[config.mk]
export PLATFORM = sky130hd
export DESIGN_NAME = mux_seven_segment_driver_flat
export DESIGN_NICKNAME = d
export VERILOG_FILES = /design/src/rtl/msd_pkg.sv /design/src/rtl/msd_intf.sv /design/src/rtl/mux_seven_segment_driver.sv /design/src/flat_wrapper.sv
export SDC_FILE = /design/constraint.sdc
export NUM_CORES = 1
export LEC_CHECK = 0
export ABC_CLOCK_PERIOD_IN_PS = 3400
export BUFFER_PORTS_ARGS = -buffer_cell sky130_fd_sc_hd__buf_2
export CELL_PAD_IN_SITES_DETAIL_PLACEMENT = 1
export CELL_PAD_IN_SITES_GLOBAL_PLACEMENT = 1
export CORE_UTILIZATION = 44
export CTS_CLUSTER_DIAMETER = 50
export DETAILED_ROUTE_END_ITERATION = 10
export PLACE_DENSITY = 0.84
export SYNTH_ARGS = -nofsm -noshare
export SYNTH_HDL_FRONTEND = slang
export SYNTH_SLANG_ARGS = --single-unit
[constraint.sdc]
create_clock -name clk -period 3.4 [get_ports clk]
set_input_delay 0.34 -clock clk [delete_from_list [all_inputs] [get_ports clk]]
set_output_delay 0.34 -clock clk [all_outputs]
set_load 0.005 [all_outputs]
[src/rtl/msd_pkg.sv]
`default_nettype none
package msd_pkg;

	localparam int DIGIT_COUNT_DEF    = 4;
	localparam int MAX_BRIGHTNESS_DEF = 4;

	typedef logic [5:0] glyph_t;
	typedef logic [7:0] seg_t;

	typedef enum logic [2:0] {
		OP_TICK       = 3'd0,
		OP_SET_CHAR   = 3'd1,
		OP_SET_NUMBER = 3'd2,
		OP_CLEAR      = 3'd3,
		OP_CLEAR_ALL  = 3'd4,
		OP_BRIGHTNESS = 3'd5
	} op_t;

	localparam glyph_t GLYPH_LETTER_A = 6'd10;
	localparam glyph_t GLYPH_DASH     = 6'd36;
	localparam glyph_t GLYPH_POINT    = 6'd37;
	localparam glyph_t GLYPH_BLANK    = 6'd38;

	localparam logic [7:0] NUMBER_LIMIT = 8'd10;

	function automatic glyph_t char_to_glyph(input logic [7:0] c);
		glyph_t g;
		g = GLYPH_BLANK;
		if (c >= "0" && c <= "9") begin
			g = 6'(c - 8'("0"));
		end else if (c >= "A" && c <= "Z") begin
			g = 6'(c - 8'("A")) + GLYPH_LETTER_A;
		end else if (c >= "a" && c <= "z") begin
			g = 6'(c - 8'("a")) + GLYPH_LETTER_A;
		end else if (c == "-") begin
			g = GLYPH_DASH;
		end else if (c == ".") begin
			g = GLYPH_POINT;
		end
		return g;
	endfunction

	function automatic seg_t glyph_segments(input glyph_t code);
		seg_t s;
		case (code)
			6'd0:  s = 8'h3F;
			6'd1:  s = 8'h06;
			6'd2:  s = 8'h5B;
			6'd3:  s = 8'h4F;
			6'd4:  s = 8'h66;
			6'd5:  s = 8'h6D;
			6'd6:  s = 8'h7D;
			6'd7:  s = 8'h07;
			6'd8:  s = 8'h7F;
			6'd9:  s = 8'h6F;
			6'd10: s = 8'h77;
			6'd11: s = 8'h7C;
			6'd12: s = 8'h39;
			6'd13: s = 8'h5E;
			6'd14: s = 8'h79;
			6'd15: s = 8'h71;
			6'd16: s = 8'h7D;
			6'd17: s = 8'h76;
			6'd18: s = 8'h30;
			6'd19: s = 8'h0E;
			6'd21: s = 8'h38;
			6'd23: s = 8'h54;
			6'd24: s = 8'h5C;
			6'd25: s = 8'h73;
			6'd26: s = 8'h67;
			6'd27: s = 8'h50;
			6'd28: s = 8'h6D;
			6'd29: s = 8'h78;
			6'd30: s = 8'h3E;
			6'd34: s = 8'h6E;
			6'd35: s = 8'h5B;
			6'd36: s = 8'h40;
			6'd37: s = 8'h80;
			default: s = 8'h00;
		endcase
		return s;
	endfunction

endpackage
`default_nettype wire

[src/rtl/msd_intf.sv]
`default_nettype none
interface msd_req_if;
	logic              valid;
	logic              ready;
	logic [2:0]        op;
	logic [7:0]        digit_index;
	logic [7:0]        ascii_char;
	logic [7:0]        number_value;
	logic signed [7:0] brightness_delta;

	modport source (output valid, op, digit_index, ascii_char, number_value,
		brightness_delta, input ready);
	modport sink (input valid, op, digit_index, ascii_char, number_value,
		brightness_delta, output ready);
endinterface

interface msd_rsp_if;
	logic       valid;
	logic       ready;
	logic [7:0] segment_lines;
	logic [1:0] digit_select;
	logic [2:0] brightness_level;

	modport source (output valid, segment_lines, digit_select, brightness_level,
		input ready);
	modport sink (input valid, segment_lines, digit_select, brightness_level,
		output ready);
endinterface

interface msd_cfg_if;
	logic       valid;
	logic       ready;
	logic [2:0] data;

	modport source (output valid, data, input ready);
	modport sink (input valid, data, output ready);
endinterface
`default_nettype wire

[src/rtl/mux_seven_segment_driver.sv]
// A result is presented in the cycle after its request is accepted.
// Throughput: one request per cycle; a request is taken whenever the result
// register is empty or its result is taken in the same cycle.
// Reset: all digits blank, brightness at maximum, scan and PWM phase at zero,
// held segments and select at zero, minimum brightness zero, no result pending.
`default_nettype none
module mux_seven_segment_driver #(
	parameter int DIGIT_COUNT    = msd_pkg::DIGIT_COUNT_DEF,
	parameter int MAX_BRIGHTNESS = msd_pkg::MAX_BRIGHTNESS_DEF
) (
	input  wire           clk,
	input  wire           arst_n,
	msd_req_if.sink       req,
	msd_rsp_if.source     rsp,
	msd_cfg_if.sink       cfg
);
	import msd_pkg::*;

	localparam int DW = (DIGIT_COUNT > 1) ? $clog2(DIGIT_COUNT) : 1;
	localparam int PW = (MAX_BRIGHTNESS > 1) ? $clog2(MAX_BRIGHTNESS) : 1;
	localparam int BW = $clog2(MAX_BRIGHTNESS + 1);

	glyph_t          glyph_q [DIGIT_COUNT];
	logic [BW-1:0]   bri_q;
	logic [DW-1:0]   scan_q;
	logic [PW-1:0]   pwm_q;
	seg_t            held_seg_q;
	logic [1:0]      held_sel_q;
	logic [2:0]      min_bri_q;
	logic            out_valid_q;

	logic            accept;
	op_t             op;
	logic            idx_ok;
	logic [DW-1:0]   idx;
	logic [PW:0]     pwm_inc;
	logic [PW-1:0]   phase;
	logic [DW-1:0]   scan_next;
	seg_t            tick_seg;
	logic signed [9:0] bri_sum;
	logic signed [9:0] bri_clamp;

	assign req.ready = !out_valid_q || rsp.ready;
	assign accept    = req.valid && req.ready;
	assign op        = op_t'(req.op);
	assign idx_ok    = req.digit_index < 8'(DIGIT_COUNT);
	assign idx       = req.digit_index[DW-1:0];

	assign cfg.ready = 1'b1;

	assign rsp.valid            = out_valid_q;
	assign rsp.segment_lines    = held_seg_q;
	assign rsp.digit_select     = held_sel_q;
	assign rsp.brightness_level = 3'(bri_q);

	always_comb begin
		pwm_inc   = {1'b0, pwm_q} + (PW+1)'(1);
		phase     = (pwm_inc == (PW+1)'(MAX_BRIGHTNESS)) ? '0 : pwm_inc[PW-1:0];
		scan_next = (scan_q == DW'(DIGIT_COUNT - 1)) ? '0 : scan_q + DW'(1);
		tick_seg  = (BW'(phase) >= bri_q) ? '0 : glyph_segments(glyph_q[scan_q]);
		bri_sum   = $signed({{(10-BW){1'b0}}, bri_q})
			+ $signed({{2{req.brightness_delta[7]}}, req.brightness_delta});
		bri_clamp = bri_sum;
		if (bri_clamp < $signed({7'b0, min_bri_q})) begin
			bri_clamp = $signed({7'b0, min_bri_q});
		end
		if (bri_clamp > 10'(MAX_BRIGHTNESS)) begin
			bri_clamp = 10'(MAX_BRIGHTNESS);
		end
	end

	always_ff @(posedge clk or negedge arst_n) begin
		if (!arst_n) begin
			min_bri_q <= '0;
		end else if (cfg.valid && cfg.ready) begin
			min_bri_q <= cfg.data;
		end
	end

	always_ff @(posedge clk or negedge arst_n) begin
		if (!arst_n) begin
			out_valid_q <= 1'b0;
		end else if (accept) begin
			out_valid_q <= 1'b1;
		end else if (rsp.ready) begin
			out_valid_q <= 1'b0;
		end
	end

	always_ff @(posedge clk or negedge arst_n) begin
		if (!arst_n) begin
			for (int i = 0; i < DIGIT_COUNT; i++) begin
				glyph_q[i] <= GLYPH_BLANK;
			end
			bri_q      <= BW'(MAX_BRIGHTNESS);
			scan_q     <= '0;
			pwm_q      <= '0;
			held_seg_q <= '0;
			held_sel_q <= '0;
		end else if (accept) begin
			unique case (op)
				OP_TICK: begin
					held_seg_q <= tick_seg;
					held_sel_q <= 2'(scan_q);
					pwm_q      <= phase;
					if (phase == '0) begin
						scan_q <= scan_next;
					end
				end
				OP_SET_CHAR: begin
					if (idx_ok) begin
						glyph_q[idx] <= char_to_glyph(req.ascii_char);
					end
				end
				OP_SET_NUMBER: begin
					if (idx_ok && req.number_value < NUMBER_LIMIT) begin
						glyph_q[idx] <= 6'(req.number_value);
					end
				end
				OP_CLEAR: begin
					if (idx_ok) begin
						glyph_q[idx] <= GLYPH_BLANK;
					end
				end
				OP_CLEAR_ALL: begin
					for (int i = 0; i < DIGIT_COUNT; i++) begin
						glyph_q[i] <= GLYPH_BLANK;
					end
				end
				OP_BRIGHTNESS: begin
					bri_q <= bri_clamp[BW-1:0];
				end
				default: begin
				end
			endcase
		end
	end

	a_pwm_range: assert property (@(posedge clk) disable iff (!arst_n)
		pwm_q < PW'(MAX_BRIGHTNESS - 1) || pwm_q == PW'(MAX_BRIGHTNESS - 1))
		else $error("pwm phase out of range");

	a_scan_range: assert property (@(posedge clk) disable iff (!arst_n)
		scan_q < DW'(DIGIT_COUNT - 1) || scan_q == DW'(DIGIT_COUNT - 1))
		else $error("scan digit out of range");

	a_bri_range: assert property (@(posedge clk) disable iff (!arst_n)
		bri_q <= BW'(MAX_BRIGHTNESS))
		else $error("brightness above maximum");

	a_result_follows: assert property (@(posedge clk) disable iff (!arst_n)
		accept |=> rsp.valid)
		else $error("accepted request produced no result");

	a_tick_phase: assert property (@(posedge clk) disable iff (!arst_n)
		accept && op == OP_TICK && phase != '0 |=> $stable(scan_q))
		else $error("scan advanced mid phase cycle");

endmodule
`default_nettype wire

[src/flat_wrapper.sv]
// flat-port wrapper written by rule: the top's interface ports become plain ports
module mux_seven_segment_driver_flat import msd_pkg::*;
#(
	parameter int DIGIT_COUNT    = msd_pkg::DIGIT_COUNT_DEF,
	parameter int MAX_BRIGHTNESS = msd_pkg::MAX_BRIGHTNESS_DEF
)
  (clk, arst_n, req_valid, req_op, req_digit_index, req_ascii_char, req_number_value, req_brightness_delta, req_ready, rsp_valid, rsp_segment_lines, rsp_digit_select, rsp_brightness_level, rsp_ready, cfg_valid, cfg_data, cfg_ready);
  msd_req_if req_i ();
  msd_rsp_if rsp_i ();
  msd_cfg_if cfg_i ();
  input  wire clk;
  input  wire arst_n;
  input wire logic [$bits(req_i.valid)-1:0] req_valid;
  input wire logic [$bits(req_i.op)-1:0] req_op;
  input wire logic [$bits(req_i.digit_index)-1:0] req_digit_index;
  input wire logic [$bits(req_i.ascii_char)-1:0] req_ascii_char;
  input wire logic [$bits(req_i.number_value)-1:0] req_number_value;
  input wire logic [$bits(req_i.brightness_delta)-1:0] req_brightness_delta;
  output wire logic [$bits(req_i.ready)-1:0] req_ready;
  output wire logic [$bits(rsp_i.valid)-1:0] rsp_valid;
  output wire logic [$bits(rsp_i.segment_lines)-1:0] rsp_segment_lines;
  output wire logic [$bits(rsp_i.digit_select)-1:0] rsp_digit_select;
  output wire logic [$bits(rsp_i.brightness_level)-1:0] rsp_brightness_level;
  input wire logic [$bits(rsp_i.ready)-1:0] rsp_ready;
  input wire logic [$bits(cfg_i.valid)-1:0] cfg_valid;
  input wire logic [$bits(cfg_i.data)-1:0] cfg_data;
  output wire logic [$bits(cfg_i.ready)-1:0] cfg_ready;
  assign req_i.valid = req_valid;
  assign req_i.op = req_op;
  assign req_i.digit_index = req_digit_index;
  assign req_i.ascii_char = req_ascii_char;
  assign req_i.number_value = req_number_value;
  assign req_i.brightness_delta = req_brightness_delta;
  assign req_ready = req_i.ready;
  assign rsp_valid = rsp_i.valid;
  assign rsp_segment_lines = rsp_i.segment_lines;
  assign rsp_digit_select = rsp_i.digit_select;
  assign rsp_brightness_level = rsp_i.brightness_level;
  assign rsp_i.ready = rsp_ready;
  assign cfg_i.valid = cfg_valid;
  assign cfg_i.data = cfg_data;
  assign cfg_ready = cfg_i.ready;
  mux_seven_segment_driver #(.DIGIT_COUNT(DIGIT_COUNT), .MAX_BRIGHTNESS(MAX_BRIGHTNESS)) u_core (.clk(clk), .arst_n(arst_n), .req(req_i), .rsp(rsp_i), .cfg(cfg_i));
endmodule
==> key figures, run 1 <==
Worst setup path
  • Cell mode on critical path: ha_1
  • Critical path class: flop to flop
  • CP required: 3.58 ns
  • R2R setup slack: 0.28 ns
  • CP max-delay cell: fa_1
  • CP cell instances: ha_1 > fa_1 > ha_1 > a21boi_0 > o21ai_0 > nor4bb_1 > ha_1 > a211o_1 > a31oi_1 > a211oi_1
  • Worst setup EP type: flop
  • Critical path peak fanout: 7
  • Arrival time worst endpoint: 3.29 ns
  • Startpoint type of the worst setup path: flop
  • Crit path largest cell delay: 0.50 ns

Place
  • DP HPWL: 9.15 mm
  • Post-Place Setup Slack: 0.321 ns
  • Placed insts: 627
  • RePlAce Congestion: 0.871
  • Port Buffers: 57

Global route
  • Largest net degree at the start of global routing: 46
  • First-pass GRT wire length: 20.0 mm
  • Vias in the first global route: 4,012
  • GRT Total Usage: 0.260
  • Initial antenna violation count: 0
  • Total gr overflow: 0

Logic synthesis
  • Syn_nets: 553
  • Mapped cell area: 4000 um2
  • Yosys warns: 0
  • Synth area leaders: dfrtp_1, dfstp_2, ha_1
  • Area leader, netlist: dfrtp_1
  • Syn_area_per_cell: 8.28 um2
  • Area share of the largest cell type after synthesis: 0.200
  • Yosys reg bits: 45
  • Post-synth EDFFs: 0
  • Sequential area share after synthesis: 0.286
  • Top_reg_cell synth: dfrtp_1
  • Syn Inst Count: 483
  • Library cells used by synthesis: 74
  • Fraction of registers with async set/reset: 1.00

Drt
  • Drt wl/cell: 18.7 um
  • DRC: 0
  • Detailed Route Iter0 Violations: 171
  • Vias: 3,876
  • Routed vias/inst: 6.10
  • Initial DRT Pass Iterations: 4
  • Remaining antenna violation count: 0
  • Final WL: 11.9 mm

Clock tree
  • Deepest clock path buffer count: 2
  • Clock-pin slew on the worst setup and hold paths: 0.10 ns
  • H-tree Lvls: 2
  • Worst-Skew Late Latency: 0.31 ns
  • CTS tree: done
  • Postcts setup bufs: 0
  • Cts hold-fix bufs: 0
  • Resized cells post-CTS: 0
  • Clock Sinks: 45
  • Root buffer selected by CTS: clkbuf_8
  • Total CTS buffers: 5

STA
  • Finish-stage setup viols: 0
  • RSZ-0062 raised after global routing: no
  • Min cycle time layout: 3.12 ns
  • Setup TNS: 0 ns
  • Worst hold slack: 0.208 ns
  • Worst-Margin Slew: 1.04 ns
  • Skew final: 0.0130 ns
  • Final worst slack: 0.285 ns
  • Final Cycle Share: 0.916
  • Max Slew Vio Count: 0
  • Relative slew slack: 0.307
  • Fin. Hold Viols: 0
  • Max Fclk: 321 MHz

Final layout
  • Most frequent cells in the layout: nor2_1, buf_2, o21ai_0
  • Nets: 596
  • Most common cell after layout, fill and taps aside: nor2_1
  • Layout overhead on the synthesized area: 10.4%
  • Non-filler cells, final: 635
  • Layout cells sized above 1: 0.213
  • Core Util, Final: 0.503
  • ANT cells: 0

Die
  • Placement row count: 34
  • Die width: 97.3 um
  • Die ar.: 9470 um2
  • Die Y: 97.3 um
  • IO Count: 59
  • Core Box Area: 8760 um2
  • Initial Utilization: 0.456

Power
  • IR drop worst, VDD: 237 uV
  • PwrDens: 533 nW/um2
  • Leakage power: 1.90 nW

Min path
  • Class of the worst hold path: primary input to asynchronous set/reset pin

Job
  • Max_cap viols: 0

Run status
  • Outcome: completed
==> metal layers <==
layer | share of wire | track usage | vias to the layer above | wire, um
met5 | 0 | 0 | - | 0
met4 | 0.018 | 0.0724 | 0 | 215
met3 | 0.037 | 0.0338 | 22 | 435
met2 | 0.50 | 0.451 | 91 | 5960
met1 | 0.44 | 0.339 | 1913 | 5250
li1 | - | - | 1850 | -
==> kinds of logic (layout without fill, tap and decap cells) <==
logic type,Yosys count,after routing,share of synthesized area
simple gates,194,194,0.249
compound gates,148,148,0.243
buf+inv,46,90,0.0570
flops,45,45,0.286
fa+ha+maj,27,27,0.0864
mux,20,20,0.0736
xor+xnor,2,2,0.00438
other cells,1,1,0.000938
==> final timing paths <==
kind / startpoint / end / cells past startpoint
worst min-delay path: arst_n / u_core.rsp.segment_lines[0]$_DFFE_PN0P_ / 1
min in group clk: cfg_data[2] / u_core.min_bri_q[2]$_DFFE_PN0P_ / 3
worst max-delay path: u_core.rsp.brightness_level[0]$_DFFE_PN0P_ / u_core.rsp.brightness_level[1]$_DFFE_PN0P_ / 10
max in group asynchronous: arst_n / asynchronous set/reset pin / 1
worst max register to register: u_core.rsp.brightness_level[0]$_DFFE_PN0P_ / u_core.rsp.brightness_level[1]$_DFFE_PN0P_ / 10
worst min register to register: u_core.pwm_q[1]$_DFFE_PN0P_ / u_core.pwm_q[1]$_DFFE_PN0P_ / 2
==> area by class of cell <==
type | instances | area, um2
clock inverters | 2 | 38.8
repair buffers | 61 | 315
flip-flops and latches | 45 | 1140
multi-input cells | 392 | 2630
well taps | 108 | 135
clock buffers | 6 | 72.6
inverters | 21 | 80.1
fillers | 1102 | 4350
==> Yosys cell counts (5+ instances only) <==
cell type	n
ha_1	26
dfstp_2	13
nand2b_1	8
nor3_1	14
clkbuf_1	13
and2_1	6
mux2i_1	8
nand2_1	36
o21ai_1	5
a21oi_1	34
dfrtp_1	32
mux2_2	5
inv_1	19
mux4_2	7
nor2b_1	15
or3_1	5
a211oi_1	11
o21ai_0	37
nor2_1	65
buf_6	6
o211ai_1	13
nand3_1	9
a31oi_1	8
==> worst max-delay path: cells and delay by family (launching register included) <==
kind,cells,cell delay (ns)
fa+ha+maj,4,1.41
compound gates,5,0.85
flops,1,0.42
simple gates,1,0.30
==> through the flow <==
stage	total power, mW	instance area, um2
5_1_grt	2.53	4410
3_3_place_gp	1.86	4300
3_5_place_dp	1.93	4300
4_1_cts	2.35	4410
6_report	2.35	4410
2_1_floorplan	1.64	4000
==> power breakdown <==
group | internal, mW | leakage [nW] | switching (mW)
Combinational | 0.459 | 1.30 | 0.635
Sequential | 0.708 | 0.547 | 0.129
Clock | 0.221 | 0.0554 | 0.198
Power figures use the tool's default switching activity.
==> run 2, diff against run 1 <==
Settings changed: BUFFER_PORTS_ARGS -buffer_cell sky130_fd_sc_hd__buf_2 to unset, CORE_ASPECT_RATIO set to 0.75, CORE_UTILIZATION 44 to 48, CTS_CLUSTER_SIZE set to 14, DONT_BUFFER_PORTS set to 1, PLACE_DENSITY 0.84 to 0.82.
==> run 2 against run 1 <==
Fmax down 2.4%. Worst hold slack worse by 0.094 ns. Worst setup slack worse by 0.077 ns. Count of clock-buffer cells in the layout grew 1. Routed wire length grew 7.2%. Global-route usage grew 4.5 points. Via count decreased by 1.8%. First-iteration DRC count grew 42%. Clock power grew 6.2%. Cell count is 9.1% lower. Highest routed layer unchanged.
==> key figures, run 2 (synthesis gave the netlist of run 1 again) <==
Run status
  • Outcome: completed

Place
  • Port Buffers: 0
  • RePlAce Congestion: 0.873
  • DP HPWL: 9.48 mm

Power
  • Switching share of power: 0.413
  • Share of power burned in registers: 0.368
  • Cell-internal power: 1.36 mW
  • Part of the power in combinational logic: 0.441
  • IR drop worst, VDD: 237 uV
  • Post-route total power: 2.33 mW
  • NetSw: 961 uW
  • PwrDens: 558 nW/um2
  • Leakage power: 1.68 nW
  • Clock power share: 0.191

Die
  • Die ar.: 8700 um2
  • Initial Utilization: 0.500
  • Core Box Area: 7990 um2
  • IO Count: 59
  • Placement row count: 28
  • Die Y: 81.0 um
  • Die width: 107 um

Global route
  • First-pass GRT wire length: 20.2 mm
  • Largest net degree at the start of global routing: 46
  • Initial antenna violation count: 0
  • Vias in the first global route: 3,925
  • Total gr overflow: 0
  • GRT Total Usage: 0.305

STA
  • Worst-Margin Slew: 0.796 ns
  • Relative slew slack: 0.468
  • Final Cycle Share: 0.939
  • Skew final: 0.0227 ns
  • Min cycle time layout: 3.19 ns
  • Setup TNS: 0 ns
  • Max Slew Vio Count: 0
  • Max Fclk: 313 MHz
  • Finish-stage setup viols: 0
  • Fin. Hold Viols: 0
  • RSZ-0062 raised after global routing: no

Drt
  • Initial DRT Pass Iterations: 5
  • Vias: 3,808
  • Remaining antenna violation count: 0
  • Drt wl/cell: 22.0 um
  • Final WL: 12.7 mm
  • Routed vias/inst: 6.60
  • DRC: 0
  • Detailed Route Iter0 Violations: 242

Clock tree
  • Resized cells post-CTS: 0
  • Root buffer selected by CTS: clkbuf_8
  • Clock-pin slew on the worst setup and hold paths: 0.09 ns
  • CTS tree: done
  • Deepest clock path buffer count: 2
  • Total CTS buffers: 5
  • H-tree Lvls: 2
  • Clock Sinks: 45
  • Worst-Skew Late Latency: 0.32 ns

Worst setup path
  • Arrival time worst endpoint: 3.37 ns
  • Worst setup EP type: flop
  • CP cell instances: ha_1 > fa_1 > a21o_1 > a21oi_1 > o21bai_1 > a22oi_1 > nor4bb_1 > ha_1 > a211o_1 > a31oi_1 > a211oi_1
  • Critical path peak fanout: 7
  • Critical path class: flop to flop
  • Cell family with the largest share of critical-path delay: compound AO/OA/AOI/OAI gates
  • Startpoint type of the worst setup path: flop
  • Crit path largest cell delay: 0.44 ns
  • CP required: 3.58 ns
  • WP buf/inv: 0
  • CP max-delay cell: dfrtp_1
  • Cell mode on critical path: ha_1

Job
  • Max_cap viols: 0

Min path
  • Class of the worst hold path: primary input to flop

Final layout
  • Nets: 541
  • Most frequent cells in the layout: nor2_1, o21ai_0, nand2_1
  • Most common cell after layout, fill and taps aside: nor2_1
  • ANT cells: 0
  • Layout cells sized above 1: 0.119
  • Layout overhead on the synthesized area: 4.19%
[run 2: metrics by stage]
step	cells	hold slack, ns	cell area, um2	utilization	setup WS, ns
floorplan	483	0.0444	4000	-	0.480
global placement	567	0.0462	4010	0.502	0.400
detailed placement	567	0.0457	4010	0.502	0.213
CTS	577	0.117	4170	0.521	0.197
global route	577	0.111	4170	0.521	0.0414
finish	577	0.114	4170	0.521	0.207
[run 2: power groups by stage]
stage / clock network [mW] / registers (mW) / logic, mW
after global placement: 0 / 0.849 / 0.920
after CTS: 0.446 / 0.853 / 1.01
after floorplan: 0 / 0.799 / 0.838
after detailed placement: 0 / 0.859 / 0.984
after global routing: 0.467 / 0.876 / 1.14
final: 0.445 / 0.855 / 1.03
[run 2: final cells by class]
type | instances | area (um2)
inverter | 21 | 80.1
multi-input combinational | 392 | 2630
tap | 105 | 131
timing repair buffer | 6 | 67.6
fill | 969 | 3820
sequential | 45 | 1140
clock inverter | 1 | 30.0
clock buffer | 7 | 86.3
[run 2: timing repair]
action / CTS / global route
endpoints found under the hold margin: 45 / 0
hold buffers: 2 / 0
buffers inserted: 0 / 0
[run 2: layer usage]
layer | routed length (um) | GRT usage
met4 | 159 | 0.0863
met2 | 6070 | 0.515
met5 | 0 | 0
met3 | 611 | 0.0385
met1 | 5880 | 0.411
[run 2: path summary, 6_finish.rpt]
kind,startpoint,endpoint,slack [ns],cells after the start
min in group asynchronous,arst_n,u_core.rsp.segment_lines[5]$_DFFE_PN0P_,0.52,2
min reg2reg,u_core.pwm_q[1]$_DFFE_PN0P_,u_core.pwm_q[1]$_DFFE_PN0P_,0.51,2
max reg2reg,u_core.rsp.brightness_level[0]$_DFFE_PN0P_,u_core.rsp.brightness_level[1]$_DFFE_PN0P_,0.21,11
max,u_core.rsp.brightness_level[0]$_DFFE_PN0P_,u_core.rsp.brightness_level[1]$_DFFE_PN0P_,0.21,11
max in group asynchronous,arst_n,asynchronous set/reset pin,2.56,2
min,cfg_valid,u_core.min_bri_q[1]$_DFFE_PN0P_,0.11,1
==> run 3, diff against run 2 <==
Settings changed: CELL_PAD_IN_SITES_DETAIL_PLACEMENT 1 to unset, CELL_PAD_IN_SITES_GLOBAL_PLACEMENT 1 to unset, CORE_UTILIZATION 48 to 55, PLACE_DENSITY 0.82 to 0.72.
==> run 3 against run 2 <==
Die area decreased by 12%. Non-clock buffer count decreased by 1. Sequential power decreased by 1%. Largest cell class unchanged.
==> key figures, run 3 (synthesis gave the netlist of run 1 again) <==
Job
  • Max_cap viols: 0

STA
  • Min cycle time layout: 3.12 ns
  • Max Slew Vio Count: 0
  • Setup TNS: 0 ns
  • Worst-Margin Slew: 1.03 ns
  • RSZ-0062 raised after global routing: no
  • Finish-stage setup viols: 0
  • Max Fclk: 321 MHz
  • Skew final: 0.00814 ns
  • Fin. Hold Viols: 0
  • Relative slew slack: 0.311
  • Final Cycle Share: 0.918

Place
  • DP HPWL: 7.73 mm
  • Placed insts: 559
  • RePlAce Congestion: 1.01
  • Port Buffers: 0

Worst setup path
  • Critical path peak fanout: 7
  • CP required: 3.57 ns
  • Arrival time worst endpoint: 3.29 ns
  • Startpoint type of the worst setup path: flop
  • Worst setup EP type: flop
  • Critical path class: flop to flop

Min path
  • Class of the worst hold path: primary input to flop

Power
  • NetSw: 869 uW
  • IR drop worst, VDD: 275 uV
  • PwrDens: 523 nW/um2
  • Cell-internal power: 1.29 mW
  • Switching share of power: 0.403
  • Leakage power: 1.66 nW
  • Clock power share: 0.161
  • Part of the power in combinational logic: 0.447
  • Share of power burned in registers: 0.392

Drt
  • Vias: 3,683
  • Remaining antenna violation count: 0
  • Detailed Route Iter0 Violations: 299
  • Routed vias/inst: 6.47
  • DRC: 0
  • Initial DRT Pass Iterations: 5
  • Final WL: 10.2 mm
  • Drt wl/cell: 18.0 um

Final layout
  • Layout overhead on the synthesized area: 3.13%
  • Non-filler cells, final: 569
  • Fillers: 623
  • ANT cells: 0
  • Most frequent cells in the layout: nor2_1, o21ai_0, nand2_1
  • Nets: 540
  • Most common cell after layout, fill and taps aside: nor2_1
  • Core Util, Final: 0.595
  • Layout cells sized above 1: 0.115

Clock tree
  • Clock-pin slew on the worst setup and hold paths: 0.09 ns
  • Clock Sinks: 45
  • H-tree Lvls: 2
  • Total CTS buffers: 5
  • Worst-Skew Late Latency: 0.29 ns
  • Resized cells post-CTS: 0
  • CTS tree: done
  • Root buffer selected by CTS: clkbuf_8
  • Deepest clock path buffer count: 2

Global route
  • First-pass GRT wire length: 16.5 mm
  • Vias in the first global route: 3,338
  • GRT Total Usage: 0.280
  • Initial antenna violation count: 0
  • Total gr overflow: 0
  • Largest net degree at the start of global routing: 46

Die
  • Core Box Area: 6930 um2
  • Die ar.: 7620 um2
  • Initial Utilization: 0.577
  • IO Count: 59
  • Die Y: 75.8 um
  • Die width: 100 um
  • Placement row count: 26

Run status
  • Outcome: completed
==> run 3: cell count changes in the layout (fill, tap and decap cells not counted) <==
cell	previous run	this run
bufinv_16	1	0
buf_4	4	3
clkbuf_1	1	2
==> run 3: what timing repair did <==
action	in CTS	in global routing
endpoints found under the setup margin	0	0
buffers inserted	0	0
hold buffers	2	0
endpoints found under the hold margin	45	0
==> run 3: layout make-up <==
| cell class | count | area (um2) | share of cell area |
|---|---|---|---|
| inverter | 21 | 80.1 | 0.0194 |
| tap | 98 | 123 | 0.0297 |
| sequential | 45 | 1140 | 0.277 |
| clock buffer | 8 | 90.1 | 0.0219 |
| multi-input combinational | 392 | 2630 | 0.637 |
| timing repair buffer | 5 | 60.1 | 0.0146 |
==> run 3: worst paths after layout <==
kind / start / end / slack (ns) / cells after the start
worst max-delay path: u_core.rsp.brightness_level[0]$_DFFE_PN0P_ / u_core.rsp.brightness_level[1]$_DFFE_PN0P_ / 0.28 / 11
worst min-delay path: req_digit_index[0] / flop / 0.13 / 1
worst max register to register: u_core.rsp.brightness_level[0]$_DFFE_PN0P_ / u_core.rsp.brightness_level[1]$_DFFE_PN0P_ / 0.28 / 11
worst min register to register: u_core.pwm_q[1]$_DFFE_PN0P_ / u_core.pwm_q[1]$_DFFE_PN0P_ / 0.50 / 2
max in group asynchronous: arst_n / asynchronous set/reset pin / 2.57 / 2
min in group asynchronous: arst_n / u_core.rsp.segment_lines[5]$_DFFE_PN0P_ / 0.54 / 2
==> run 3: critical path: stages, from the launching register on <==
cell and delay [ns]:
dfrtp_1 0.43, ha_1 0.24, fa_1 0.40, a21o_1 0.20, a21oi_1 0.14, o21bai_1 0.08
a22oi_1 0.28, nor4bb_1 0.26, ha_1 0.36, a211o_1 0.29, a31oi_1 0.22, a211oi_1 0.08
==> run 3: power by group through the flow <==
stage | Sequential (mW) | Clock, mW | Combinational, mW
after floorplan | 0.799 | 0 | 0.838
after global placement | 0.847 | 0 | 0.906
after detailed placement | 0.851 | 0 | 0.937
after CTS | 0.844 | 0.356 | 0.955
after global routing | 0.871 | 0.378 | 1.10
final | 0.846 | 0.347 | 0.964
==> run 3: through the flow <==
stage / hold WS, ns / setup slack (ns) / area (um2) / power [mW]
global placement: 0.0461 / 0.409 / 4000 / 1.75
floorplan: 0.0444 / 0.480 / 4000 / 1.64
finish: 0.131 / 0.280 / 4120 / 2.16
detailed placement: 0.0462 / 0.284 / 4000 / 1.79
CTS: 0.131 / 0.278 / 4120 / 2.16
global route: 0.123 / 0.124 / 4120 / 2.35
==> run 3: layer usage <==
metal / track usage / up-vias / wire length [um]
met4: 0.0531 / 0 / 102
met5: 0 / - / 0
met3: 0.0468 / 17 / 808
met2: 0.429 / 170 / 4440
met1: 0.419 / 1759 / 4880
li1: - / 1737 / -
